File: src/design/slr_pkg.sv
// ----------------------------------------------------------------------------
// slr_pkg: stereo linear resampler shared definitions
// Register map, fixed field widths, defaults and the sequencer-to-merge
// issue record.
// ----------------------------------------------------------------------------
`default_nettype none

package slr_pkg;

	localparam int SAMPLE_BITS_DEF = 16;
	localparam int FRAC_BITS_DEF   = 16;

	localparam int GAIN_W      = 9;
	localparam int COUNT_W     = 16;
	localparam int GAIN_SHIFT  = 8;
	localparam int MAX_RESULTS = 64;
	localparam int FIFO_DEPTH  = 4;

	localparam int GAIN_RESET  = 256;
	localparam int COUNT_RESET = 1024;

	localparam int CFG_IDX_W = 2;

	typedef enum logic [CFG_IDX_W-1:0] {
		CFG_PHASE_STEP   = 2'd0,
		CFG_VOLUME_GAIN  = 2'd1,
		CFG_OUTPUT_COUNT = 2'd2
	} cfg_index_t;

	// one output computation launched into both lanes
	typedef struct packed {
		logic valid;
		logic done;
	} slr_issue_t;

endpackage

`default_nettype wire

File: src/design/slr_lane.sv
// ----------------------------------------------------------------------------
// slr_lane: one channel of the interpolator
// held + (next - held) * position, times gain, rounded half away from zero
// and saturated. Three register stages; the rounding is combinational on
// the last one.
// ----------------------------------------------------------------------------
`default_nettype none

module slr_lane import slr_pkg::*; #(
	parameter int SAMPLE_BITS = SAMPLE_BITS_DEF,
	parameter int FRAC_BITS   = FRAC_BITS_DEF
) (
	input  wire logic                          clk,
	input  wire logic signed [SAMPLE_BITS-1:0] held,
	input  wire logic signed [SAMPLE_BITS-1:0] next,
	input  wire logic signed [FRAC_BITS+7:0]   pos,
	input  wire logic        [GAIN_W-1:0]      gain,
	output logic signed      [SAMPLE_BITS-1:0] sample
);
	localparam int POS_W  = FRAC_BITS + 8;
	localparam int DIFF_W = SAMPLE_BITS + 1;
	localparam int MUL_W  = DIFF_W + POS_W;
	localparam int IW     = MUL_W + 1;
	localparam int PW     = IW + GAIN_W + 1;
	localparam int SH     = FRAC_BITS + GAIN_SHIFT;
	localparam int RW     = PW - SH + 1;

	localparam logic [PW:0]   HALF    = (PW+1)'(1) << (SH - 1);
	localparam logic [RW-1:0] LIM_POS = RW'((1 << (SAMPLE_BITS - 1)) - 1);
	localparam logic [RW-1:0] LIM_NEG = RW'(1 << (SAMPLE_BITS - 1));
	localparam logic signed [SAMPLE_BITS-1:0] SMAX = {1'b0, {(SAMPLE_BITS-1){1'b1}}};
	localparam logic signed [SAMPLE_BITS-1:0] SMIN = {1'b1, {(SAMPLE_BITS-1){1'b0}}};

	logic signed [SAMPLE_BITS-1:0] a_s1;
	logic signed [DIFF_W-1:0]      diff_s1;
	logic signed [POS_W-1:0]       pos_s1;
	logic signed [IW-1:0]          interp_s2;
	logic signed [PW-1:0]          prod_s3;

	logic signed [MUL_W-1:0] mul_c;
	logic signed [PW-1:0]    scaled_c;
	logic                    neg_c;
	logic        [PW-1:0]    mag_c;
	logic        [PW:0]      rnd_c;
	logic        [RW-1:0]    r_c;

	assign mul_c    = diff_s1 * pos_s1;
	assign scaled_c = interp_s2 * $signed({1'b0, gain});

	always_ff @(posedge clk) begin
		a_s1      <= held;
		diff_s1   <= DIFF_W'(next) - DIFF_W'(held);
		pos_s1    <= pos;
		interp_s2 <= (IW'(a_s1) <<< FRAC_BITS) + IW'(mul_c);
		prod_s3   <= scaled_c;
	end

	always_comb begin
		neg_c = prod_s3[PW-1];
		mag_c = neg_c ? (~prod_s3 + PW'(1)) : prod_s3;
		rnd_c = {1'b0, mag_c} + HALF;
		r_c   = rnd_c[PW:SH];
		if (!neg_c) begin
			sample = (r_c > LIM_POS) ? SMAX : $signed(r_c[SAMPLE_BITS-1:0]);
		end else begin
			sample = (r_c >= LIM_NEG) ? SMIN : -$signed(r_c[SAMPLE_BITS-1:0]);
		end
	end

endmodule

`default_nettype wire

File: config.mk
export PLATFORM = sky130hd
export DESIGN_NAME = slr_lane
export DESIGN_NICKNAME = d
export VERILOG_FILES = /design/src/design/slr_pkg.sv /design/src/design/slr_lane.sv
export SDC_FILE = /design/constraint.sdc
export NUM_CORES = 2
export LEC_CHECK = 0
export BUFFER_PORTS_ARGS = -buffer_cell sky130_fd_sc_hd__buf_2
export CORE_MARGIN = 5
export CORE_UTILIZATION = 30
export CTS_BUF_LIST = sky130_fd_sc_hd__clkbuf_16
export DETAILED_ROUTE_END_ITERATION = 7
export PLACE_DENSITY = 0.54
export SLEW_MARGIN = 5
export SYNTH_ARGS = -nofsm -noshare
export SYNTH_HDL_FRONTEND = slang
export SYNTH_SLANG_ARGS = --single-unit
File: constraint.sdc
create_clock -name clk -period 20.1 [get_ports clk]
set_input_delay 2.01 -clock clk [delete_from_list [all_inputs] [get_ports clk]]
set_output_delay 2.01 -clock clk [all_outputs]
set_load 0.02 [all_outputs]
# After elaboration in Yosys (flattened, before gate mapping)
# Cells that the tools add are included.
word_totals:
  ff_bits: 151
  in_bits: 66
  out_inout_bits: 16
  elab_cells: 19
op_classes:
  addsub: 5
  n_mul: 2
  n_lt_le_gt_ge: 2
  n_mux: 4
  bitwise: 1
ops:
  columns: ["cell", "n"]
  rows:
  - ["adder 52 x 24 -> 53 bit (second input constant)", 1]
  - ["adder 52 x 2 -> 52 bit (second input constant)", 1]
  - ["multiplier 42 x 10 -> 52 bit", 1]
  - ["two-way mux 52 bit", 1]
  - ["NOT 52 bit", 1]
  - ["two-way mux 16 bit", 3]
  - ["adder 32 x 41 -> 42 bit", 1]
  - ["multiplier 17 x 24 -> 41 bit", 1]
  - [">= comparator 29 x 16 -> 1 bit (second input constant)", 1]
  - ["greater-than comparator 29 x 15 -> 1 bit (second input constant)", 1]
  - ["subtractor 16 x 16 -> 17 bit", 1]
  - ["negation 16 bit", 1]

# Logic depth before layout (Yosys ltp)
depth:
  depth_word: 7
  depth_mapped: 28
  mapped_depth_nobuf: 27

# Least setup slack after synthesis
# Ideal clock, no wire load.
synth_timing:
  path_type: "input -> register"
  start: "in gain[1]"
  end: "reg prod_s3[51]"
  setup_ns: 0.116
  arrival_ns: 7.954
  required_time_ns: 19.984
  path_slack_ns: 12.030
  path_stages: 23
  path_buffers: 1
  path_cell_list: "clkbuf_1 nand2_1 fa_1 inv_1 fa_1 inv_1 fa_1 inv_1 fa_1 fa_1 ha_1 a21o_1 a21o_1 o31ai_1 a31oi_1 a211o_1 a41o_1 a21oi_1 o211ai_1 a21oi_1 o21ai_0 or4_1 and4_1"
synth_between:
  elab_chain_cells: 1
synth_rtl:
  columns: ["item", "line", "text"]
  rows:
  - ["start, declared", "slr_lane.sv:17", "input wire logic [GAIN_W-1:0] gain,"]
  - ["multiplier 42 x 10 -> 52 bit", "slr_lane.sv:48", "assign scaled_c = interp_s2 * $signed({1'b0, gain});"]
  - ["net scaled_c[51]", "slr_lane.sv:41", "logic signed [PW-1:0] scaled_c;"]
  - ["end signal, assigned", "slr_lane.sv:55", "prod_s3 <= scaled_c;"]
  - ["end, declared", "slr_lane.sv:38", "logic signed [PW-1:0] prod_s3;"]
# The timed path passes the listed nets, and every way through them passes these cells.

# Worst setup path after layout
# Ends and elaborated chain as after synthesis.

==> impl_metrics.json <==
{
  "ant_nets": 0,
  "antenna_found_initial": 4,
  "skew_ns": 0.0195,
  "synth_area_leaders": "fa_1, inv_1, ha_1",
  "io_pins": 82,
  "crit_start": "gain[1]",
  "synthCells": 3794,
  "synth_largest_area_cell": "fa_1",
  "worstSetupEndpointType": "flop",
  "synth_top_area_share_pct": 42.9,
  "die_h_um": 347,
  "place_ws_ns": 10.80,
  "hold_class": "reg2reg",
  "grt_pass1_vias": 26100,
  "startpoint_type": "input port",
  "finalCritPeriodShare_pct": 44.0,
  "layout-drive-gt1-share_pct": 3.87,
  "status": "completed",
  "min_to": "prod_s3[0]",
  "min-delay-start": "interp_s2[0]",
  "final_hold_viol_count": 0,
  "r2r_end": "interp_s2[38]",
  "whs_ns": 0.818,
  "grt_pass1_wl_mm": 135,
  "core_area_um2": 113000,
  "rrSetupSlack_ns": 12.56,
  "seq_area_frac_synth_pct": 8.86,
  "synth_edf_count": 0,
  "critPathKind": "in2reg",
  "grt-ovfl-total": 0,
  "clk_pin_slew_worst_paths_ns": 0.08,
  "die_x_um": 347,
  "cp.required_ns": 20.47,
  "drtPass1Iterations": 6,
  "syn_area_per_cell_um2": 8.99,
  "setup_viol_count_final": 0,
  "ys_warn_count": 0,
  "place_congestion": 0.810,
  "worst_slack_ns": 11.25,
  "slew_violations": 0,
  "numCtsBuffers": 17,
  "vias_per_cell": 4.49,
  "initial_core_util_pct": 30.3,
  "tns_ns": 0,
  "syn-num-nets": 4840,
  "reg2reg_from": "diff_s1[6]",
  "yosys_register_bits": 151,
  "nets": 4831,
  "clkSinkCount": 151,
  "ys.flop_type": "dfxtp_1",
  "syn_area_um2": 34100,
  "grt_max_degree": 75,
  "n_fill_cell": 11900,
  "track_usage_pct": 13.5,
  "tightest_slew_ns": 1.02,
  "maxCapViolCount": 0,
  "drcViolationCount": 0,
  "fp-row-count": 123,
  "clock.fmax_ghz": 0.113,
  "maxSlewHeadroom_pct": 32.0,
  "drt_wl_total_mm": 78.3,
  "cts.path.max_buffers": 2,
  "cts_resized": 0,
  "rr_worst_depth": 22,
  "synth.distinct_cells": 70,
  "insertion_delay_ns": 0.49,
  "tritoncts": "built",
  "worstPathMaxFanout": 42,
  "arrival_ns": 9.22,
  "min_path_cells": 1,
  "vias": 23800,
  "htree_levels": 4,
  "synth_common_cells": "inv_1, fa_1, and2_1",
  "cts_hold_buf": 0,
  "io_buffers": 81,
  "cts_root_buf": "clkbuf_16",
  "rsz0062_at_grt": "no",
  "dpl.hpwl_mm": 64.5,
  "wl_per_cell_um": 14.8,
  "postCtsSetupBuffers": 0,
  "area_growth_pct": 7.30,
  "yosysMostFrequentCell": "inv_1",
  "min_period_ns": 8.85,
  "die_area_um2": 121000,
  "first_iter_violations": 1208,
  "async_reset_ff_share_pct": 0
}
worst max-delay path, stage by stage:
cell	delay [ns]
buf_2	0.74
nand2_1	0.18
fa_1	0.59
inv_1	0.05
fa_1	0.50
inv_1	0.05
fa_1	0.48
fa_1	0.49
inv_1	0.05
fa_1	0.44
ha_1	0.22
or3_1	0.39
o21ai_0	0.36
a31oi_1	0.22
a211o_1	0.39
a41o_1	0.29
a21oi_1	0.29
o211ai_1	0.18
a21oi_1	0.42
o21ai_0	0.27
or4_1	0.43
and4_1	0.18
how the worst max path moves through the flow:
stage,cells after the start,end,slack [ns]
after global placement,22,prod_s3[51],10.80
after floorplan,23,prod_s3[51],12.03
after CTS,22,prod_s3[51],11.32
after detailed placement,22,prod_s3[51],10.80
after global routing,23,prod_s3[51],10.90
final,22,prod_s3[51],11.25
logic make-up after synthesis:
logic type                 synth area share [%]
and+or+nand+nor                            17.6
buffers and inverters                      11.3
adders and majority gates                  52.0
AOI/OAI and AO/OA                          6.62
DFF                                        8.86
xor gates and xnor gates                   3.47
muxes                                     0.183
sequential cells by signal, indices dropped and copies added (netlist names):
name and flops:
pos_s1 24, diff_s1 17, interp_s2 42, a_s1 16, prod_s3 52
per-stage QoR:
step	instances	cell area [µm²]	utilization (%)
3_5_place_dp	5266	36000	32.0
6_report	5299	36600	32.5
3_3_place_gp	5266	36000	32.0
5_1_grt	5298	36600	32.5
4_1_cts	5298	36600	32.5
2_1_floorplan	3794	34100	-
placed cells by master, fill, tap and decap left out, types with 5 or more instances in the layout:
| master | n |
|---|---|
| or4_1 | 10 |
| or3_1 | 15 |
| o22ai_1 | 7 |
| o21ai_0 | 84 |
| buf_2 | 81 |
| a21o_1 | 39 |
| o21bai_1 | 13 |
| clkbuf_16 | 17 |
| nand4_1 | 17 |
| and2_1 | 454 |
| a21boi_0 | 10 |
| xor2_1 | 40 |
| inv_1 | 892 |
| buf_4 | 16 |
| fa_1 | 730 |
| xnor2_1 | 95 |
| a21oi_1 | 86 |
| and3_1 | 20 |
| or2_2 | 6 |
| ha_1 | 250 |
| a211oi_1 | 12 |
| nand3_1 | 39 |
| o21a_1 | 20 |
| nand2_1 | 382 |
| o31ai_1 | 11 |
| and4_1 | 5 |
| dfxtp_1 | 150 |
| nor2b_1 | 18 |
| nor2_1 | 103 |
| a31oi_1 | 14 |
| o211ai_1 | 8 |
| nor4_1 | 13 |
| nand2b_1 | 24 |
| nor3_1 | 29 |
metal layers:
layer	up-vias	part of all wire (%)	global-route usage [%]
li1	11400	-	-
met1	12000	50	19.7
met2	416	45	21.8
met3	65	3.7	1.65
met4	0	1.3	2.72
met5	-	0	0
cell type report:
type                    instances  area (µm²)  share of cell area, %
clock inverters                15         151                  0.414
diodes                          1        2.50                0.00684
flip-flops and latches        151        3020                   8.26
inverters                     892        3350                   9.15
repair buffers                 97         526                   1.44
clock buffers                  17         425                   1.16
well taps                    1500        1880                   5.13
multi-input cells            2626       27200                   74.4
Power is left out: the tool's default activity adds up to more than one toggle a clock period on the data nets, which glitch-free logic cannot reach.
