<file path="src/design/slr_pkg.sv">
// ----------------------------------------------------------------------------
// slr_pkg: stereo linear resampler shared definitions
// Register map, fixed field widths, defaults and the sequencer-to-merge
// issue record.
// ----------------------------------------------------------------------------
`default_nettype none

package slr_pkg;

	localparam int SAMPLE_BITS_DEF = 16;
	localparam int FRAC_BITS_DEF   = 16;

	localparam int GAIN_W      = 9;
	localparam int COUNT_W     = 16;
	localparam int GAIN_SHIFT  = 8;
	localparam int MAX_RESULTS = 64;
	localparam int FIFO_DEPTH  = 4;

	localparam int GAIN_RESET  = 256;
	localparam int COUNT_RESET = 1024;

	localparam int CFG_IDX_W = 2;

	typedef enum logic [CFG_IDX_W-1:0] {
		CFG_PHASE_STEP   = 2'd0,
		CFG_VOLUME_GAIN  = 2'd1,
		CFG_OUTPUT_COUNT = 2'd2
	} cfg_index_t;

	// one output computation launched into both lanes
	typedef struct packed {
		logic valid;
		logic done;
	} slr_issue_t;

endpackage

`default_nettype wire

</file>
<file path="src/design/slr_out_if.sv">
// ----------------------------------------------------------------------------
// slr_out_if: output frame channel
// Valid/ready channel carrying one resampled stereo frame and the block-end flag.
// ----------------------------------------------------------------------------
`default_nettype none

interface slr_out_if #(
	parameter int SAMPLE_BITS = 16
);
	logic                          valid;
	logic                          ready;
	logic signed [SAMPLE_BITS-1:0] left_out;
	logic signed [SAMPLE_BITS-1:0] right_out;
	logic                          block_done;

	modport source (output valid, output left_out, output right_out, output block_done,
		input ready);
	modport sink (input valid, input left_out, input right_out, input block_done,
		output ready);
endinterface

`default_nettype wire

</file>
<file path="src/design/slr_merge.sv">
// ----------------------------------------------------------------------------
// slr_merge: lane merge and result queue
// Tracks outputs in flight through the lanes, pairs the two lane samples
// with the block-end flag and queues them for the output channel.
// ----------------------------------------------------------------------------
`default_nettype none

module slr_merge import slr_pkg::*; #(
	parameter int SAMPLE_BITS = SAMPLE_BITS_DEF
) (
	input  wire logic                          clk,
	input  wire logic                          arst_n,
	input  wire slr_issue_t                    issue,
	input  wire logic signed [SAMPLE_BITS-1:0] lane_l,
	input  wire logic signed [SAMPLE_BITS-1:0] lane_r,
	output logic                               credit_ok,
	slr_out_if.source                          results
);
	localparam int PTR_W = $clog2(FIFO_DEPTH);
	localparam int CNT_W = $clog2(FIFO_DEPTH + 1);

	logic v_s1, v_s2, v_s3;
	logic d_s1, d_s2, d_s3;

	logic signed [SAMPLE_BITS-1:0] left_q  [FIFO_DEPTH];
	logic signed [SAMPLE_BITS-1:0] right_q [FIFO_DEPTH];
	logic                          done_q  [FIFO_DEPTH];
	logic [PTR_W-1:0] wr_ptr_q, rd_ptr_q;
	logic [CNT_W-1:0] count_q;

	logic pop_c;

	// queue entries plus lane stages must stay within the queue depth
	assign credit_ok = ({1'b0, count_q} + (CNT_W+1)'(v_s1) + (CNT_W+1)'(v_s2)
		+ (CNT_W+1)'(v_s3)) < (CNT_W+1)'(FIFO_DEPTH);

	assign results.valid      = (count_q != '0);
	assign results.left_out   = left_q[rd_ptr_q];
	assign results.right_out  = right_q[rd_ptr_q];
	assign results.block_done = done_q[rd_ptr_q];
	assign pop_c = results.valid && results.ready;

	always_ff @(posedge clk or negedge arst_n) begin
		if (!arst_n) begin
			v_s1     <= 1'b0;
			v_s2     <= 1'b0;
			v_s3     <= 1'b0;
			wr_ptr_q <= '0;
			rd_ptr_q <= '0;
			count_q  <= '0;
		end else begin
			v_s1 <= issue.valid;
			v_s2 <= v_s1;
			v_s3 <= v_s2;
			if (v_s3) begin
				wr_ptr_q <= wr_ptr_q + PTR_W'(1);
			end
			if (pop_c) begin
				rd_ptr_q <= rd_ptr_q + PTR_W'(1);
			end
			count_q <= count_q + CNT_W'(v_s3) - CNT_W'(pop_c);
		end
	end

	always_ff @(posedge clk) begin
		d_s1 <= issue.done;
		d_s2 <= d_s1;
		d_s3 <= d_s2;
		if (v_s3) begin
			left_q[wr_ptr_q]  <= lane_l;
			right_q[wr_ptr_q] <= lane_r;
			done_q[wr_ptr_q]  <= d_s3;
		end
	end

endmodule

`default_nettype wire

</file>
<file path="src/flat_wrapper.sv">
// flat-port wrapper written by rule: the top's interface ports become plain ports
module slr_merge_flat import slr_pkg::*;
#(
	parameter int SAMPLE_BITS = SAMPLE_BITS_DEF
)
  (clk, arst_n, issue, lane_l, lane_r, credit_ok, results_valid, results_left_out, results_right_out, results_block_done, results_ready);
  slr_out_if #(.SAMPLE_BITS(SAMPLE_BITS)) results_i ();
  input  wire logic clk;
  input  wire logic arst_n;
  input  wire slr_issue_t issue;
  input  wire logic signed [SAMPLE_BITS-1:0] lane_l;
  input  wire logic signed [SAMPLE_BITS-1:0] lane_r;
  output logic credit_ok;
  output wire logic [$bits(results_i.valid)-1:0] results_valid;
  output wire logic [$bits(results_i.left_out)-1:0] results_left_out;
  output wire logic [$bits(results_i.right_out)-1:0] results_right_out;
  output wire logic [$bits(results_i.block_done)-1:0] results_block_done;
  input wire logic [$bits(results_i.ready)-1:0] results_ready;
  assign results_valid = results_i.valid;
  assign results_left_out = results_i.left_out;
  assign results_right_out = results_i.right_out;
  assign results_block_done = results_i.block_done;
  assign results_i.ready = results_ready;
  slr_merge #(.SAMPLE_BITS(SAMPLE_BITS)) u_core (.clk(clk), .arst_n(arst_n), .issue(issue), .lane_l(lane_l), .lane_r(lane_r), .credit_ok(credit_ok), .results(results_i));
endmodule
</file>
<file path="config.mk">
export PLATFORM = sky130hd
export DESIGN_NAME = slr_merge_flat
export DESIGN_NICKNAME = d
export VERILOG_FILES = /design/src/design/slr_pkg.sv /design/src/design/slr_out_if.sv /design/src/design/slr_merge.sv /design/src/flat_wrapper.sv
export SDC_FILE = /design/constraint.sdc
export NUM_CORES = 1
export LEC_CHECK = 0
export BUFFER_PORTS_ARGS = -buffer_cell sky130_fd_sc_hd__buf_2
export CORE_AREA = 2 2 97 118
export CTS_CLUSTER_SIZE = 28
export DETAILED_ROUTE_END_ITERATION = 8
export DIE_AREA = 0 0 99 120
export PLACE_DENSITY = 0.73
export SETUP_SLACK_MARGIN = 0.2
export SYNTH_ARGS = -nofsm -noshare
export SYNTH_HDL_FRONTEND = slang
export SYNTH_SLANG_ARGS = --single-unit
</file>
<file path="constraint.sdc">
create_clock -name clk -period 1.9 [get_ports clk]
set_input_delay 0.475 -clock clk [delete_from_list [all_inputs] [get_ports clk]]
set_output_delay 0.475 -clock clk [all_outputs]
set_load 0.05 [all_outputs]
</file>
# Word-level counts from Yosys, hierarchy flattened
# Memories as Yosys holds them, arrays and structs flattened.
# Index checks and enable logic that the tools add are counted.
dict set report word_totals {
  mem_bits_rw 132
  ff_bits 13
  output_inout_bits 35
  word_cells 24
  n_memories 3
  in_bits 37
}
# name words width rd rd_ports_with_merged_regs write_ports line
set mem_list {}
lappend mem_list {u_core.left_q 4 16 1 0 1 slr_merge.sv:25} ;# logic signed [SAMPLE_BITS-1:0] left_q [FIFO_DEPTH];
lappend mem_list {u_core.right_q 4 16 1 0 1 slr_merge.sv:26} ;# logic signed [SAMPLE_BITS-1:0] right_q [FIFO_DEPTH];
lappend mem_list {u_core.done_q 4 1 1 0 1 slr_merge.sv:27} ;# logic done_q [FIFO_DEPTH];
dict set report classes {
  n_reduce_logical 2
  n_lt_le_gt_ge 1
  muxes 2
  n_addsub 7
}
# op count
set op_table {}
lappend op_table {{$add 4x1->4} 2}
lappend op_table {{$add 2x1->2 const B} 2}
lappend op_table {{$add 3x1->4} 1}
lappend op_table {{$lt 4x3->1 const B} 1}
lappend op_table {{$add 3x1->3} 1}
lappend op_table {{$reduce_bool 3->1} 1}
lappend op_table {{$sub 3x1->3} 1}
lappend op_table {{$mux 1} 2}
lappend op_table {{$logic_and 1x1->1} 1}

# Longest topological paths before layout
dict set report logic_depth {
  word_depth 4
  depth_mapped 8
  mapped_depth_nobuf 8
}

# Worst setup path after synthesis
# Ideal clock, no wire load.
dict set report synth_timing {
  path_kind {register to output}
  start {reg u_core.v_s3}
  end {out credit_ok}
  stages_incl_launch_ff 6
  required_time_ns 1.425
  setup_slack_ns -1.042
  n_path_buf 0
  arrival_ns 2.467
  cell_sequence {dfrtp_1 inv_1 fa_1 inv_1 ha_1 a311oi_1}
}
dict set report synth_via {
  elab_chain_len 2
}
# element line
set synth_lines {}
lappend synth_lines {{from (decl)} slr_merge.sv:22} ;# logic v_s1, v_s2, v_s3;
lappend synth_lines {{from (signal assigned)} slr_merge.sv:54} ;# v_s3 <= v_s2;
lappend synth_lines {{$add 4x1->4} slr_merge.sv:35} ;# + (CNT_W+1)'(v_s3)) < (CNT_W+1)'(FIFO_DEPTH);
lappend synth_lines {{$lt 4x3->1} slr_merge.sv:35}
lappend synth_lines {{to (decl)} flat_wrapper.sv:13} ;# output logic credit_ok;
# Every way passes these cells.

# Final worst setup path
dict set report layout_timing {
  start {reg u_core.count_q[0]}
  end {out credit_ok}
}
dict set report layout_via {
  elab_chain_len 4
}
# element line
set layout_lines {}
lappend layout_lines {{from (decl)} slr_merge.sv:29} ;# logic [CNT_W-1:0] count_q;
lappend layout_lines {{from (signal assigned)} slr_merge.sv:61} ;# count_q <= count_q + CNT_W'(v_s3) - CNT_W'(pop_c);
lappend layout_lines {{$add 3x1->4} slr_merge.sv:34} ;# assign credit_ok = ({1'b0, count_q} + (CNT_W+1)'(v_s1) + (CNT_W+1)'(v_s2)
lappend layout_lines {{$add 4x1->4} slr_merge.sv:34}
lappend layout_lines {{$add 4x1->4} slr_merge.sv:35}
lappend layout_lines {{$lt 4x3->1} slr_merge.sv:35}
# Every way passes these cells.

==> run_results.csv <==
group,metric,value,unit
finish,diodes,0,
power,power_density,1867,nW/um2
cts,clk_pin_slew,60,ps
sta,period_minus_slack,2342,ps
sta,tightest_slew,386.8,ps
worst_setup_path,arrival,1870,ps
finish,multi_input_area,1036,um2
cts,clkLatencyLatePin,400,ps
floorplanning,fp-row-count,42,
worst_setup_path,r2r_cells,10,
power,clkPwrFrac,0.238,
synth,synthArstFlopShare,0.06897,
worst_setup_path,r2r_start,"u_core.count_q[0]",
worst_setup_path,cp.required,1420,ps
synth,synth.most_common_cell,"edfxtp_1",
worst_setup_path,critPathCaptureType,"primary output",
cts,clockBufferDepth,2,
sta,fmax,427.0,MHz
power,power_frac_seq,0.332,
global_route,grt_max_degree,28,
floorplanning,die_area,11880,um2
cts,numCtsBuffers,17,
routing,vias,2506,
hold_path,hold_end,"u_core.d_s1",
routing,drc,0,
hold_path,hold_path_depth,1,
synth,synth_edf_count,132,
global_route,antenna_found_initial,0,
hold_path,hold_path_class,"in -> reg",
synth,synth_top_area_cell,"edfxtp_1",
place,place.gp.congestion,0.7126,
sta,setup_violations,37,
worst_setup_path,critPathLaunchType,"flip-flop",
synth,synthTopCellsByArea,"edfxtp_1, mux4_2, dfrtp_1, mux4_1, ha_1",
sta,fin_worst_skew,7.255,ps
finish,area_growth,30.01,%
place,dp_hpwl,5417,um
synth,netlist.area_leader.share,0.7337,
floorplanning,io_pins,72,
floorplanning,die_h,120,um
power,p_comb_frac,0.430,
finish,fillCellCount,718,
routing,drt_pass1_iterations,4,
sta,hold_viol_final,0,
outcome,status,"finished with violations",
hold_path,hp-start,"issue[0]",
worst_setup_path,crit_type,"reg -> out",
sta,slew_viol_final,0,
run,cap_viol_max_count,0,
finish,fin_util,0.6520,
routing,postRouteAntennaNets,0,
sta,totalNegativeSetupSlack,-12600,ps
routing,routedWlPerCell,18.22,um
sta,rsz0062_at_grt,"yes",
place,place_area,6060,um2
sta,relSlewSlack,0.7388,
global_route,grt_pass1_vias,2750,
synth,synth_common_cells,"edfxtp_1, mux4_2, dfrtp_1, inv_1, ha_1",
routing,viasPerCell,5.276,
power,internal-power,8571,uW
outcome,violations,"negative setup slack",
synth,synth_fp_nets,266,
place,port_buffers,71,
synth,yosysWarnings,0,
power,p_switching,4543,uW
sta,setup_ws,-441.7,ps
worst_setup_path,crit_path_max_fanout,2,
global_route,grt_pass1_wl,13740,um
finish,stdcell_area,7024,um2
power,p_sw_frac,0.3464,
cts,clock-root-buffer,"clkbuf_16",
power,power,13110,uW
finish,fin_nets,376,
global_route,grt-ovfl-total,0,
synth,yosys_most_used_dff,"edfxtp_1",
cts,clkSinkCount,145,
routing,wirelength,8654,um
floorplanning,die_x,99,um
floorplanning,start_util,0.5015,
worst_setup_path,timing.rr.end,"u_core.count_q[2]",
routing,drt_iter0_drc,110,
finish,stdcell_count,475,
cts,htreeDepth,4,
sta,fin_crit_sh,1.232,
finish,seqCellArea,4278,um2
cts,tritoncts,"yes",
global_route,grt_util_all_layers,0.1598,
power,ir_drop,0.9236,mV
power,leakagePower,0.002541,uW
floorplanning,core_area,10770,um2
synth,ys_types,20,
synth,ys_seq_elements,145,
synth,avgSynthCellArea,24.56,um2
worst_setup_path,rrSetupSlack,-320,ps
place,placedCellCount,432,
synth,seq_area_frac_synth,0.7911,
finish,drive_gt1_frac,0.5219,
synth,netlist_area,5403,um2
synth,syn_inst,220,
-- layer usage --
metal | wire, um | GRT usage | vias up | share of wire
met1 | 3348 | 0.1763 | 1305 | 0.39
li1 | - | - | 1130 | -
met4 | 150 | 0.07363 | 0 | 0.017
met2 | 4709 | 0.2728 | 58 | 0.54
met3 | 445 | 0.05999 | 13 | 0.051
met5 | 0 | 0 | - | 0
-- state kept, by name (all words and copies together) (netlist names) --
signal	flops
u_core.left_q	64
u_core.d_s2	1
u_core.done_q	4
u_core.d_s3	1
u_core.v_s2	1
u_core.v_s1	1
u_core.d_s1	1
u_core.right_q	64
u_core.count_q	3
u_core.v_s3	1
u_core.wr_ptr_q	2
u_core.rd_ptr_q	2
-- power by group through the flow --
stage | combinational (uW) | sequential, uW | clock [uW]
2_1_floorplan | 3620 | 4370 | 0
3_3_place_gp | 4610 | 4390 | 0
3_5_place_dp | 4640 | 4430 | 0
4_1_cts | 5680 | 4360 | 3200
5_1_grt | 5920 | 4410 | 3300
6_report | 5640 | 4350 | 3120
-- layout by cell type (no fill, tap or decap), types with 2 or more instances in the layout --
cell type / instances
buf_2: 36
fa_2: 2
edfxtp_1: 132
clkinv_2: 3
xor2_1: 2
clkinvlp_4: 2
ha_1: 5
buf_12: 6
buf_4: 13
xnor2_1: 2
clkbuf_1: 3
dfxtp_1: 3
clkbuf_16: 18
dfrtp_2: 3
mux4_2: 33
clkinv_4: 2
clkbuf_8: 3
dfrtp_1: 7
and2_2: 4
buf_6: 37
buf_8: 5
inv_2: 5
inv_1: 5
-- stage by stage --
stage | hold WS (ps) | setup WS [ps]
2_1_floorplan | 179.4 | -180.3
3_3_place_gp | 314.4 | -157.4
3_5_place_dp | 313.8 | -190.4
4_1_cts | 148.7 | -490.7
5_1_grt | 154.6 | -520.1
6_report | 168.9 | -441.7
-- cell families after synthesis --
logic type               share of synthesized area
flip-flops                                  0.7911
multiplexers                                0.1410
buffers and inverters                      0.02385
adder cells (fa/ha/maj)                    0.02362
AND/OR/NAND/NOR                           0.006484
XOR/XNOR                                  0.008107
AO/OA/AOI/OAI                             0.005790
-- worst max-delay path, stage by stage, from the launching register on --
cell      delay [ps]
dfrtp_1          360
inv_2             50
fa_2             560
inv_2             40
a311oi_4         250
buf_6            200
-- layout make-up --
type,count,area share
Tap cell,132,0.02351
Inverter,10,0.005344
Multi-Input combinational cell,57,0.1475
Clock buffer,24,0.07161
Clock inverter,8,0.01104
Sequential cell,145,0.6090
Timing Repair Buffer,99,0.1320
-- worst max-delay path by stage --
stage,from,to,depth (start not counted),slack [ps]
final,u_core.count_q[0],credit_ok,5,-440
after global routing,u_core.count_q[0],credit_ok,5,-520
after CTS,u_core.count_q[0],credit_ok,5,-490
after detailed placement,u_core.count_q[0],credit_ok,5,-190
after global placement,u_core.count_q[0],credit_ok,5,-160
after floorplan,u_core.v_s3,credit_ok,4,-180
-- repair_timing --
item                       CTS  global route
hold buffers                 1             0
setup endpoints to repair   37            37
buffers inserted             7             2
gates cloned                 1             0
resized for setup           84             3
hold endpoints to repair    10             0
pin swaps                    3             4
No activity file was read; power rests on OpenSTA's default activity.
