===== src/design/slr_pkg.sv =====
// ----------------------------------------------------------------------------
// slr_pkg: stereo linear resampler shared definitions
// Register map, fixed field widths, defaults and the sequencer-to-merge
// issue record.
// ----------------------------------------------------------------------------
`default_nettype none

package slr_pkg;

	localparam int SAMPLE_BITS_DEF = 16;
	localparam int FRAC_BITS_DEF   = 16;

	localparam int GAIN_W      = 9;
	localparam int COUNT_W     = 16;
	localparam int GAIN_SHIFT  = 8;
	localparam int MAX_RESULTS = 64;
	localparam int FIFO_DEPTH  = 4;

	localparam int GAIN_RESET  = 256;
	localparam int COUNT_RESET = 1024;

	localparam int CFG_IDX_W = 2;

	typedef enum logic [CFG_IDX_W-1:0] {
		CFG_PHASE_STEP   = 2'd0,
		CFG_VOLUME_GAIN  = 2'd1,
		CFG_OUTPUT_COUNT = 2'd2
	} cfg_index_t;

	// one output computation launched into both lanes
	typedef struct packed {
		logic valid;
		logic done;
	} slr_issue_t;

endpackage

`default_nettype wire


===== src/design/slr_in_if.sv =====
// ----------------------------------------------------------------------------
// slr_in_if: input frame channel
// Valid/ready channel carrying one stereo input frame and its last-frame flag.
// ----------------------------------------------------------------------------
`default_nettype none

interface slr_in_if #(
	parameter int SAMPLE_BITS = 16
);
	logic                          valid;
	logic                          ready;
	logic signed [SAMPLE_BITS-1:0] left_in;
	logic signed [SAMPLE_BITS-1:0] right_in;
	logic                          final_frame;

	modport source (output valid, output left_in, output right_in, output final_frame,
		input ready);
	modport sink (input valid, input left_in, input right_in, input final_frame,
		output ready);
endinterface

`default_nettype wire


===== src/design/slr_ctrl.sv =====
// ----------------------------------------------------------------------------
// slr_ctrl: frame sequencer and configuration registers
// Holds the previous frame, phase and output count; steps the phase through
// outputs before each frame, within the count and MAX_RESULTS per frame.
// ----------------------------------------------------------------------------
`default_nettype none

module slr_ctrl import slr_pkg::*; #(
	parameter int SAMPLE_BITS = SAMPLE_BITS_DEF,
	parameter int FRAC_BITS   = FRAC_BITS_DEF,
	parameter int CFG_W       = 23
) (
	input  wire logic                          clk,
	input  wire logic                          arst_n,
	slr_in_if.sink                             frames,
	input  wire logic                          cfg_we,
	input  wire logic        [CFG_IDX_W-1:0]   cfg_index,
	input  wire logic        [CFG_W-1:0]       cfg_data,
	input  wire logic                          credit_ok,
	output slr_issue_t                         issue,
	output logic signed      [SAMPLE_BITS-1:0] held_l,
	output logic signed      [SAMPLE_BITS-1:0] next_l,
	output logic signed      [SAMPLE_BITS-1:0] held_r,
	output logic signed      [SAMPLE_BITS-1:0] next_r,
	output logic signed      [FRAC_BITS+7:0]   pos,
	output logic             [GAIN_W-1:0]      gain
);
	localparam int STEP_W = FRAC_BITS + 7;
	localparam int POS_W  = FRAC_BITS + 8;
	localparam int N_W    = $clog2(MAX_RESULTS + 1);

	localparam logic [STEP_W-1:0] STEP_MIN   = STEP_W'(1) << (FRAC_BITS - 5);
	localparam logic [STEP_W-1:0] STEP_MAX   = STEP_W'(64) << FRAC_BITS;
	localparam logic [STEP_W-1:0] STEP_RESET = STEP_W'(1) << FRAC_BITS;
	localparam logic signed [POS_W-1:0] POS_ONE = POS_W'(1) << FRAC_BITS;

	typedef enum logic [1:0] {
		ST_IDLE,
		ST_MAIN,
		ST_TAIL
	} state_t;

	state_t                        state_q;
	logic signed [SAMPLE_BITS-1:0] held_l_q, held_r_q, cur_l_q, cur_r_q;
	logic                          last_q;
	logic signed [POS_W-1:0]       pos_q;
	logic                          have_first_q;
	logic        [COUNT_W-1:0]     emitted_q;
	logic        [N_W-1:0]         n_q;
	logic        [STEP_W-1:0]      step_q;
	logic        [GAIN_W-1:0]      gain_q;
	logic        [COUNT_W-1:0]     count_q;

	logic        [STEP_W-1:0]      step_c;
	logic signed [POS_W-1:0]       start_c;
	logic                          more_c;
	logic                          accept_c;

	always_comb begin
		if (step_q < STEP_MIN) begin
			step_c = STEP_MIN;
		end else if (step_q > STEP_MAX) begin
			step_c = STEP_MAX;
		end else begin
			step_c = step_q;
		end
	end

	assign start_c  = -$signed(POS_W'(step_c >> 1));
	assign more_c   = (pos_q < POS_ONE) && (emitted_q < count_q)
		&& (n_q < N_W'(MAX_RESULTS));
	assign accept_c = frames.valid && frames.ready;

	assign frames.ready = (state_q == ST_IDLE);
	assign issue.valid  = (state_q != ST_IDLE) && more_c && credit_ok;
	assign issue.done   = ((COUNT_W+1)'(emitted_q) + (COUNT_W+1)'(1)) == {1'b0, count_q};
	assign held_l = held_l_q;
	assign held_r = held_r_q;
	// the tail of a last frame repeats the held frame
	assign next_l = (state_q == ST_MAIN) ? cur_l_q : held_l_q;
	assign next_r = (state_q == ST_MAIN) ? cur_r_q : held_r_q;
	assign pos    = pos_q;
	assign gain   = gain_q;

	always_ff @(posedge clk or negedge arst_n) begin
		if (!arst_n) begin
			state_q      <= ST_IDLE;
			held_l_q     <= '0;
			held_r_q     <= '0;
			cur_l_q      <= '0;
			cur_r_q      <= '0;
			last_q       <= 1'b0;
			pos_q        <= -$signed(POS_W'(STEP_RESET >> 1));
			have_first_q <= 1'b0;
			emitted_q    <= '0;
			n_q          <= '0;
			step_q       <= STEP_RESET;
			gain_q       <= GAIN_W'(GAIN_RESET);
			count_q      <= COUNT_W'(COUNT_RESET);
		end else begin
			if (cfg_we) begin
				case (cfg_index_t'(cfg_index))
					CFG_PHASE_STEP:   step_q  <= cfg_data[STEP_W-1:0];
					CFG_VOLUME_GAIN:  gain_q  <= cfg_data[GAIN_W-1:0];
					CFG_OUTPUT_COUNT: count_q <= cfg_data[COUNT_W-1:0];
					default: ;
				endcase
			end

			case (state_q)
				ST_IDLE: begin
					if (accept_c) begin
						cur_l_q <= frames.left_in;
						cur_r_q <= frames.right_in;
						last_q  <= frames.final_frame;
						n_q     <= '0;
						if (!have_first_q) begin
							// first frame of a block is only held
							have_first_q <= 1'b1;
							emitted_q    <= '0;
							pos_q        <= start_c;
							held_l_q     <= frames.left_in;
							held_r_q     <= frames.right_in;
							state_q      <= frames.final_frame ? ST_TAIL : ST_IDLE;
						end else if (emitted_q < count_q) begin
							state_q <= ST_MAIN;
						end else begin
							held_l_q <= frames.left_in;
							held_r_q <= frames.right_in;
							state_q  <= frames.final_frame ? ST_TAIL : ST_IDLE;
						end
					end
				end
				ST_MAIN: begin
					if (more_c) begin
						if (credit_ok) begin
							emitted_q <= emitted_q + COUNT_W'(1);
							n_q       <= n_q + N_W'(1);
							pos_q     <= pos_q + $signed(POS_W'(step_c));
						end
					end else begin
						pos_q    <= pos_q - POS_ONE;
						held_l_q <= cur_l_q;
						held_r_q <= cur_r_q;
						state_q  <= last_q ? ST_TAIL : ST_IDLE;
					end
				end
				ST_TAIL: begin
					if (more_c) begin
						if (credit_ok) begin
							emitted_q <= emitted_q + COUNT_W'(1);
							n_q       <= n_q + N_W'(1);
							pos_q     <= pos_q + $signed(POS_W'(step_c));
						end
					end else begin
						have_first_q <= 1'b0;
						emitted_q    <= '0;
						pos_q        <= start_c;
						state_q      <= ST_IDLE;
					end
				end
				default: state_q <= ST_IDLE;
			endcase
		end
	end

endmodule

`default_nettype wire


===== src/flat_wrapper.sv =====
// flat-port wrapper written by rule: the top's interface ports become plain ports
module slr_ctrl_flat import slr_pkg::*;
#(
	parameter int SAMPLE_BITS = SAMPLE_BITS_DEF,
	parameter int FRAC_BITS   = FRAC_BITS_DEF,
	parameter int CFG_W       = 23
)
  (clk, arst_n, cfg_we, cfg_index, cfg_data, credit_ok, issue, held_l, next_l, held_r, next_r, pos, gain, frames_valid, frames_left_in, frames_right_in, frames_final_frame, frames_ready);
  slr_in_if #(.SAMPLE_BITS(SAMPLE_BITS)) frames_i ();
  input  wire logic clk;
  input  wire logic arst_n;
  input  wire logic cfg_we;
  input  wire logic        [CFG_IDX_W-1:0] cfg_index;
  input  wire logic        [CFG_W-1:0] cfg_data;
  input  wire logic credit_ok;
  output slr_issue_t issue;
  output logic signed      [SAMPLE_BITS-1:0] held_l;
  output logic signed      [SAMPLE_BITS-1:0] next_l;
  output logic signed      [SAMPLE_BITS-1:0] held_r;
  output logic signed      [SAMPLE_BITS-1:0] next_r;
  output logic signed      [FRAC_BITS+7:0] pos;
  output logic             [GAIN_W-1:0] gain;
  input wire logic [$bits(frames_i.valid)-1:0] frames_valid;
  input wire logic [$bits(frames_i.left_in)-1:0] frames_left_in;
  input wire logic [$bits(frames_i.right_in)-1:0] frames_right_in;
  input wire logic [$bits(frames_i.final_frame)-1:0] frames_final_frame;
  output wire logic [$bits(frames_i.ready)-1:0] frames_ready;
  assign frames_i.valid = frames_valid;
  assign frames_i.left_in = frames_left_in;
  assign frames_i.right_in = frames_right_in;
  assign frames_i.final_frame = frames_final_frame;
  assign frames_ready = frames_i.ready;
  slr_ctrl #(.SAMPLE_BITS(SAMPLE_BITS), .FRAC_BITS(FRAC_BITS), .CFG_W(CFG_W)) u_core (.clk(clk), .arst_n(arst_n), .frames(frames_i), .cfg_we(cfg_we), .cfg_index(cfg_index), .cfg_data(cfg_data), .credit_ok(credit_ok), .issue(issue), .held_l(held_l), .next_l(next_l), .held_r(held_r), .next_r(next_r), .pos(pos), .gain(gain));
endmodule

===== config.mk =====
export PLATFORM = sky130hd
export DESIGN_NAME = slr_ctrl_flat
export DESIGN_NICKNAME = d
export VERILOG_FILES = /design/src/design/slr_pkg.sv /design/src/design/slr_in_if.sv /design/src/design/slr_ctrl.sv /design/src/flat_wrapper.sv
export SDC_FILE = /design/constraint.sdc
export NUM_CORES = 1
export LEC_CHECK = 0
export ABC_AREA = 1
export BUFFER_PORTS_ARGS = -buffer_cell sky130_fd_sc_hd__buf_2
export CORE_AREA = 2 2 160 178
export DETAILED_ROUTE_END_ITERATION = 6
export DIE_AREA = 0 0 162 180
export PLACE_DENSITY_LB_ADDON = 0.08
export RECOVER_POWER = 100
export REMOVE_ABC_BUFFERS = 1
export SETUP_SLACK_MARGIN = 0.02
export SYNTH_ARGS = -nofsm -noshare
export SYNTH_HDL_FRONTEND = slang
export SYNTH_SLANG_ARGS = --single-unit

===== constraint.sdc =====
create_clock -name clk -period 4.8 [get_ports clk]
set_input_delay 0 -clock clk [delete_from_list [all_inputs] [get_ports clk]]
set_output_delay 0 -clock clk [all_outputs]
set_load 0.05 [all_outputs]

After elaboration in Yosys (flattened, before gate mapping)
Index checks and enable logic that the tools add are counted.
{ "totals": {"output_inout_bits": 100, "reg_bits": 163, "input_bits": 63, "word_cells": 101} }
{ "op_classes": {"addsub": 6, "n_eq_ne": 13, "muxes": 41, "reduce_logical": 23, "magnitude_cmp": 5} }
{ "ops": {"columns": ["cell", "n"], "rows": [
  ["16-bit 2-to-1 mux", 15],
  ["24-bit 2-to-1 mux", 5],
  ["24-bit one-hot mux with 3 select lines", 1],
  ["16-bit one-hot mux with 2 select lines", 2],
  ["16-bit one-hot mux with 3 select lines", 1],
  ["23-bit 2-to-1 mux", 2],
  ["24-bit adder", 1],
  ["24-bit by 18-bit less-than comparator with 1-bit output, second input constant", 1],
  ["22-bit negator with 24-bit output", 1],
  ["24-bit by 18-bit subtractor with 24-bit output, second input constant", 1],
  ["23-bit greater-than comparator, second input constant", 1],
  ["23-bit by 12-bit less-than comparator with 1-bit output, second input constant", 1],
  ["7-bit 2-to-1 mux", 3],
  ["16-bit by 1-bit adder with 17-bit output, second input constant", 1],
  ["17-bit by 16-bit == test with 1-bit output", 1],
  ["16-bit by 1-bit adder with 16-bit output, second input constant", 1],
  ["16-bit less-than comparator", 1],
  ["2-bit 2-to-1 mux", 7],
  ["7-bit one-hot mux with 2 select lines", 1],
  ["4-bit AND reduction", 3],
  ["3-bit AND reduction", 3],
  ["2-bit != test, second input constant", 4],
  ["2-bit AND reduction", 4],
  ["2-bit nonzero test", 4],
  ["13 further kinds", 23]
]} }

Logic depth before layout (Yosys ltp)
{ "logic_depth": {"depth_word": 7, "depth_mapped": 25, "mapped_depth_nobuf": 23} }

Least setup slack after synthesis
No wires, ideal clock.
{ "synth_timing": {"path_type": "register to register", "startpoint": "register u_core.step_q[16]", "endpoint": "register u_core.pos_q[14] (netlist: u_core.pos[14])", "n_path_buf": 2, "t_arrival_ns": 2.860, "required_time_ns": 4.717, "setup_slack_ns": 1.857, "period_less_slack_ns": 2.943, "stages_incl_launch_ff": 23, "setup_time_ns": 0.083, "path_cell_list": "dfstp_2 > nor2_1 > nand2_1 > nor2_2 > nand3_1 > nand2_2 > buf_6 > inv_2 > buf_4 > nor2_1 > ha_1 > fa_1 > nand3_1 > nand2_1 > nand3_1 > nand2_1 > a21o_1 > and2_1 > o21ai_0 > nand3_1 > nand2_1 > nand2_1 > o21ai_0"} }
{ "synth_via": {"elab_chain_cells": 7, "elab_cells_between_ends": 12, "cone_classes": "add/sub (2); order compare (2); mux (8)"} }
{ "synth_rtl": {"columns": ["element", "line_no", "rtl"], "rows": [
  ["from (decl)", "slr_ctrl.sv:50", "logic [STEP_W-1:0] step_q;"],
  ["from (signal assigned)", "slr_ctrl.sv:103", "CFG_PHASE_STEP: step_q <= cfg_data[STEP_W-1:0];"],
  ["23-bit greater-than comparator", "slr_ctrl.sv:62", "end else if (step_q > STEP_MAX) begin"],
  ["23-bit 2-to-1 mux", "slr_ctrl.sv:62", null],
  ["23-bit 2-to-1 mux *", "slr_ctrl.sv:60", "if (step_q < STEP_MIN) begin"],
  ["24-bit adder / 22-bit negator with 24-bit output (equally long branches)", "slr_ctrl.sv:139, slr_ctrl.sv:153, slr_ctrl.sv:69", null],
  ["24-bit 2-to-1 mux (on tied branches)", "slr_ctrl.sv:136, slr_ctrl.sv:150, slr_ctrl.sv:117", null],
  ["24-bit 2-to-1 mux (on tied branches)", "slr_ctrl.sv:149, slr_ctrl.sv:112, slr_ctrl.sv:135", null],
  ["24-bit one-hot mux with 3 select lines *", "slr_ctrl.sv:110", "case (state_q)"],
  ["to (signal assigned)", "slr_ctrl.sv:139", "pos_q <= pos_q + $signed(POS_W'(step_c));"],
  ["to (signal assigned)", "slr_ctrl.sv:142", "pos_q <= pos_q - POS_ONE;"],
  ["to (signal assigned)", "slr_ctrl.sv:153", "pos_q <= pos_q + $signed(POS_W'(step_c));"],
  ["to (decl)", "slr_ctrl.sv:46", "logic signed [POS_W-1:0] pos_q;"]
]} }
Every way passes the cells marked *; elsewhere a longest branch is shown, timed or not. The select of a mux whose other input is x is not followed.
A chain may end at the register's enable or synchronous reset.

Worst setup path in the final report
{ "layout_timing": {"startpoint": "register u_core.count_q[10]", "endpoint": "register u_core.emitted_q[0]"} }
{ "layout_via": {"elab_chain_cells": 5, "elab_cells_between_ends": 7, "cone_classes": "order compare (1); eq/ne (1); mux (2); reduce/logical (3)"} }
{ "layout_rtl": {"columns": ["element", "line_no", "rtl"], "rows": [
  ["from (decl)", "slr_ctrl.sv:52", "logic [COUNT_W-1:0] count_q;"],
  ["from (signal assigned)", "slr_ctrl.sv:99", "count_q <= COUNT_W'(COUNT_RESET);"],
  ["from (signal assigned)", "slr_ctrl.sv:105", "CFG_OUTPUT_COUNT: count_q <= cfg_data[COUNT_W-1:0];"],
  ["16-bit less-than comparator *", "slr_ctrl.sv:70", "assign more_c = (pos_q < POS_ONE) && (emitted_q < count_q)"],
  ["1-bit logical AND *", "slr_ctrl.sv:70", null],
  ["1-bit logical AND *", "slr_ctrl.sv:71", "&& (n_q < N_W'(MAX_RESULTS));"],
  ["16-bit 2-to-1 mux / 2-bit by 1-bit != test with 1-bit output (equally long branches)", null, null],
  ["16-bit one-hot mux with 3 select lines / 4-bit AND reduction (equally long branches)", null, null],
  ["to (signal assigned)", "slr_ctrl.sv:137", "emitted_q <= emitted_q + COUNT_W'(1);"],
  ["to (signal assigned)", "slr_ctrl.sv:151", "emitted_q <= emitted_q + COUNT_W'(1);"],
  ["to (decl)", "slr_ctrl.sv:48", "logic [COUNT_W-1:0] emitted_q;"]
]} }
Every way passes the cells marked *; elsewhere a longest branch is shown, timed or not.

==> out/results.ini <==
[run_status]
outcome=finished with violations
violations=max-capacitance violations, max-slew violations

[final_layout]
layout.cells.most_common=nand2_1
area.growth.synth_to_final_pct=20.2
drive_gt1_frac=0.0849
layout_common_cells=nand2_1 (366), o21ai_0 (228), inv_1 (213)
final_design_area_no_fill_um2=13000
count_of_nets_after_finishing=1828
postLayoutCoreUtil=0.474

[critical_path]
cp_num_buf_inv=4
critPathMostFrequentCell=nand2_1
cp_cell_sequence=inv_1 > ha_1 > nand2_1 > inv_1 > o21ai_0 > a21oi_1 > nor2_1 > nand2_1 > inv_1 > nand2_1 > nand2_1 > nand2_1 > inv_1 > o2111ai_1 > o21ai_0
arrival_ns=4.24
worst_path_fanout_max=54
timing.critical_path.slowest_stage_cell=inv_1
worst_path_largest_cell_delay_ns=1.31
worst_ep_required_time_ns=5.13
path_delay_family=buffers and inverters
critical_path.endpoint_type=register
timing.critical_path.from_type=register
timing_worst_setup_path_type=reg -> reg

[min_path]
hold_path_class=in -> reg

[power_and_ir_drop]
power.share.combinational=0.557
power.internal_mw=3.87
power.density_cell_area_nw_per_um2=655
net_switching_fraction_of_the_power=0.544
netSwitchingPower_mw=4.62
leakage_nw=6.27
worst_vdd_ir_uv=526
power_frac_clock=0.177
pwr-share-seq=0.266

[sta]
finalWorstPathRequiredPeriod_ns=3.92
rel_slew_slack=-0.877
post-route-worst-setup-slack_ns=0.884
timing_worst_slew_pin_value_ns=2.82
grt_setup_unrepaired=no
report.final.setup_viol=0
achievable-frequency_mhz=255
final-max-slew-violation-count=241
clock-skew-final_ns=0.0110
hold_ws_ns=0.0996
setup_tns_ns=0
timing_hold_violations_final=0
timing.final.crit_share=0.816

[detailed_routing]
detailedRoute.firstPassIterationCount=5
via_per_inst=5.01
avgRoutedWirePerCell_um=15.5
detailedRoute.firstIterationViolations=587
vias=10500
antenna_violation_net_count_after_detailed_routing=0
route.detailed.drc=0
routed_wl_mm=32.4

[floorplanning]
rows=64
floorplan.io_pins=163
fp.dieArea_um2=29200
die_extent_in_x_um=162
total_core_area_um2=27400
die_height_um=180
start_util=0.394

[placement]
place_ws_ns=1.15
place_area_um2=11900
port_buffers=162
final_hpwl_from_detailed_placement_mm=24.1
place.gp.congestion=0.919

[global_route]
initial_antenna_violation_count=1
grt_start_max_net_pins=81
grt_first_pass_wirelength_mm=52.8
first_global_vias=10100
grt_util_all_layers=0.227
global_route.overflow_total=0

[clock_tree]
tritoncts_num_sinks=163
clkSlewWorstSetupHoldPaths_ns=0.07
cts_tree=done
cts_made_buffers=17
max-clock-path-buffers=2
cts_resized=0
cts-root-buf=clkbuf_16
htree_num_levels=4
clock_latency_ns=0.44

[logic_synthesis]
synth.area.top_cells=dfrtp_1 (35%), nand2_1 (13%), o21ai_0 (10%)
ys.warnings.count=0
synth_cells=1526
syn_std_cell_area_um2=10800
seq_area_frac_synth=0.379
synth_seq_cells=163
post_synth_num_cell_types=47
synth_largest_area_cell=dfrtp_1
synthesis.area_per_instance_um2=7.07
synth_top_area_share=0.350

[job]
maxCapViolCount=5

-- kinds of logic (layout without fill, tap and decap cells) --
family	after synthesis	after routing	synth area share
and+or+nand+nor	637	637	0.251
other	0	1	0
buffers and inverters	275	480	0.0984
adders and majority gates	47	47	0.0552
AOI/OAI and AO/OA	368	368	0.185
xor gates and xnor gates	36	36	0.0305
DFF	163	163	0.379
-- timing repair --
| item | in CTS | in global routing |
|---|---|---|
| hold buffers | 59 | 0 |
| endpoints found under the hold margin | 180 | 0 |
| setup buffers | 0 | 0 |
-- worst min-delay path, delay by kind of cell --
family | cells | cell delay [ns]
compound gates | 2 | 0.28
buf+inv | 1 | 0.21
-- cell usage after synthesis, drive strengths merged --
cell / instances
nand2: 373
o21ai: 231
inv: 215
dfrtp: 151
nor2: 116
nand3: 91
a21oi: 65
ha: 46
clkbuf: 41
xor2: 28
nand4: 19
buf: 17
o211ai: 16
or2: 15
nor3: 14
o22ai: 14
dfstp: 12
a31oi: 11
xnor2: 7
nor4: 6
o31ai: 6
o21a: 5
o21bai: 5
a21o: 4
a22oi: 3
o2111ai: 3
a21boi: 2
clkinv: 2
nand3b: 2
a211oi: 1
a32oi: 1
and2: 1
fa: 1
o311ai: 1
xnor3: 1
-- final timing paths --
path	from	endpoint	slack (ns)	depth (start not counted)
hold / removal	credit_ok	u_core.pos[3]	0.1	3
hold reg to reg	u_core.gain[3]	u_core.gain[3]	0.48	2
min in group asynchronous	arst_n	u_core.gain[7]	0.15	2
max in group asynchronous	arst_n	u_core.held_r[3]	1.54	3
setup / recovery	u_core.count_q[10]	u_core.emitted_q[0]	0.88	15
setup reg to reg	u_core.count_q[10]	u_core.emitted_q[0]	0.88	15
-- power by group through the flow --
stage	clock network (mW)	logic (mW)	registers (mW)
3_3_place_gp	0	4.82	2.27
5_1_grt	1.59	5.25	2.33
2_1_floorplan	0	2.75	3.01
6_report	1.50	4.73	2.26
3_5_place_dp	0	4.82	2.27
4_1_cts	1.53	4.87	2.25
-- sequential cells by signal, summed over array words and instances, names as in the netlist, 2 cells and up --
name,cells
u_core.cur_r_q,16
u_core.pos,24
u_core.held_r,16
u_core.count_q,16
u_core.state_q,2
u_core.step_q,23
u_core.held_l,16
u_core.emitted_q,16
u_core.gain,9
u_core.n_q,7
u_core.cur_l_q,16
-- per-stage QoR --
stage                     power [mW]  cells
after detailed placement        7.09   2003
after global routing            9.17   2095
after CTS                       8.65   2094
final                           8.50   2095
after global placement          7.08   2003
after floorplan                 5.76   1468
-- metal layers --
metal	wire length, um	part of all wire	vias up	global-route usage
met1	14900	0.46	4831	0.305
met4	1030	0.032	0	0.0878
met3	1210	0.037	54	0.0332
met2	15300	0.47	233	0.370
li1	-	-	5376	-
met5	0	0	-	0
-- cell type report --
| class | instances | area (um^2) |
|---|---|---|
| inverter | 217 | 815 |
| clock inverter | 13 | 199 |
| sequential | 163 | 4090 |
| antenna | 1 | 2.50 |
| timing repair buffer | 231 | 1340 |
| multi-input combinational | 1088 | 5630 |
| clock buffer | 19 | 433 |
| fill | 2916 | 14400 |
| tap | 363 | 454 |
(Power assumes the default switching activity.)
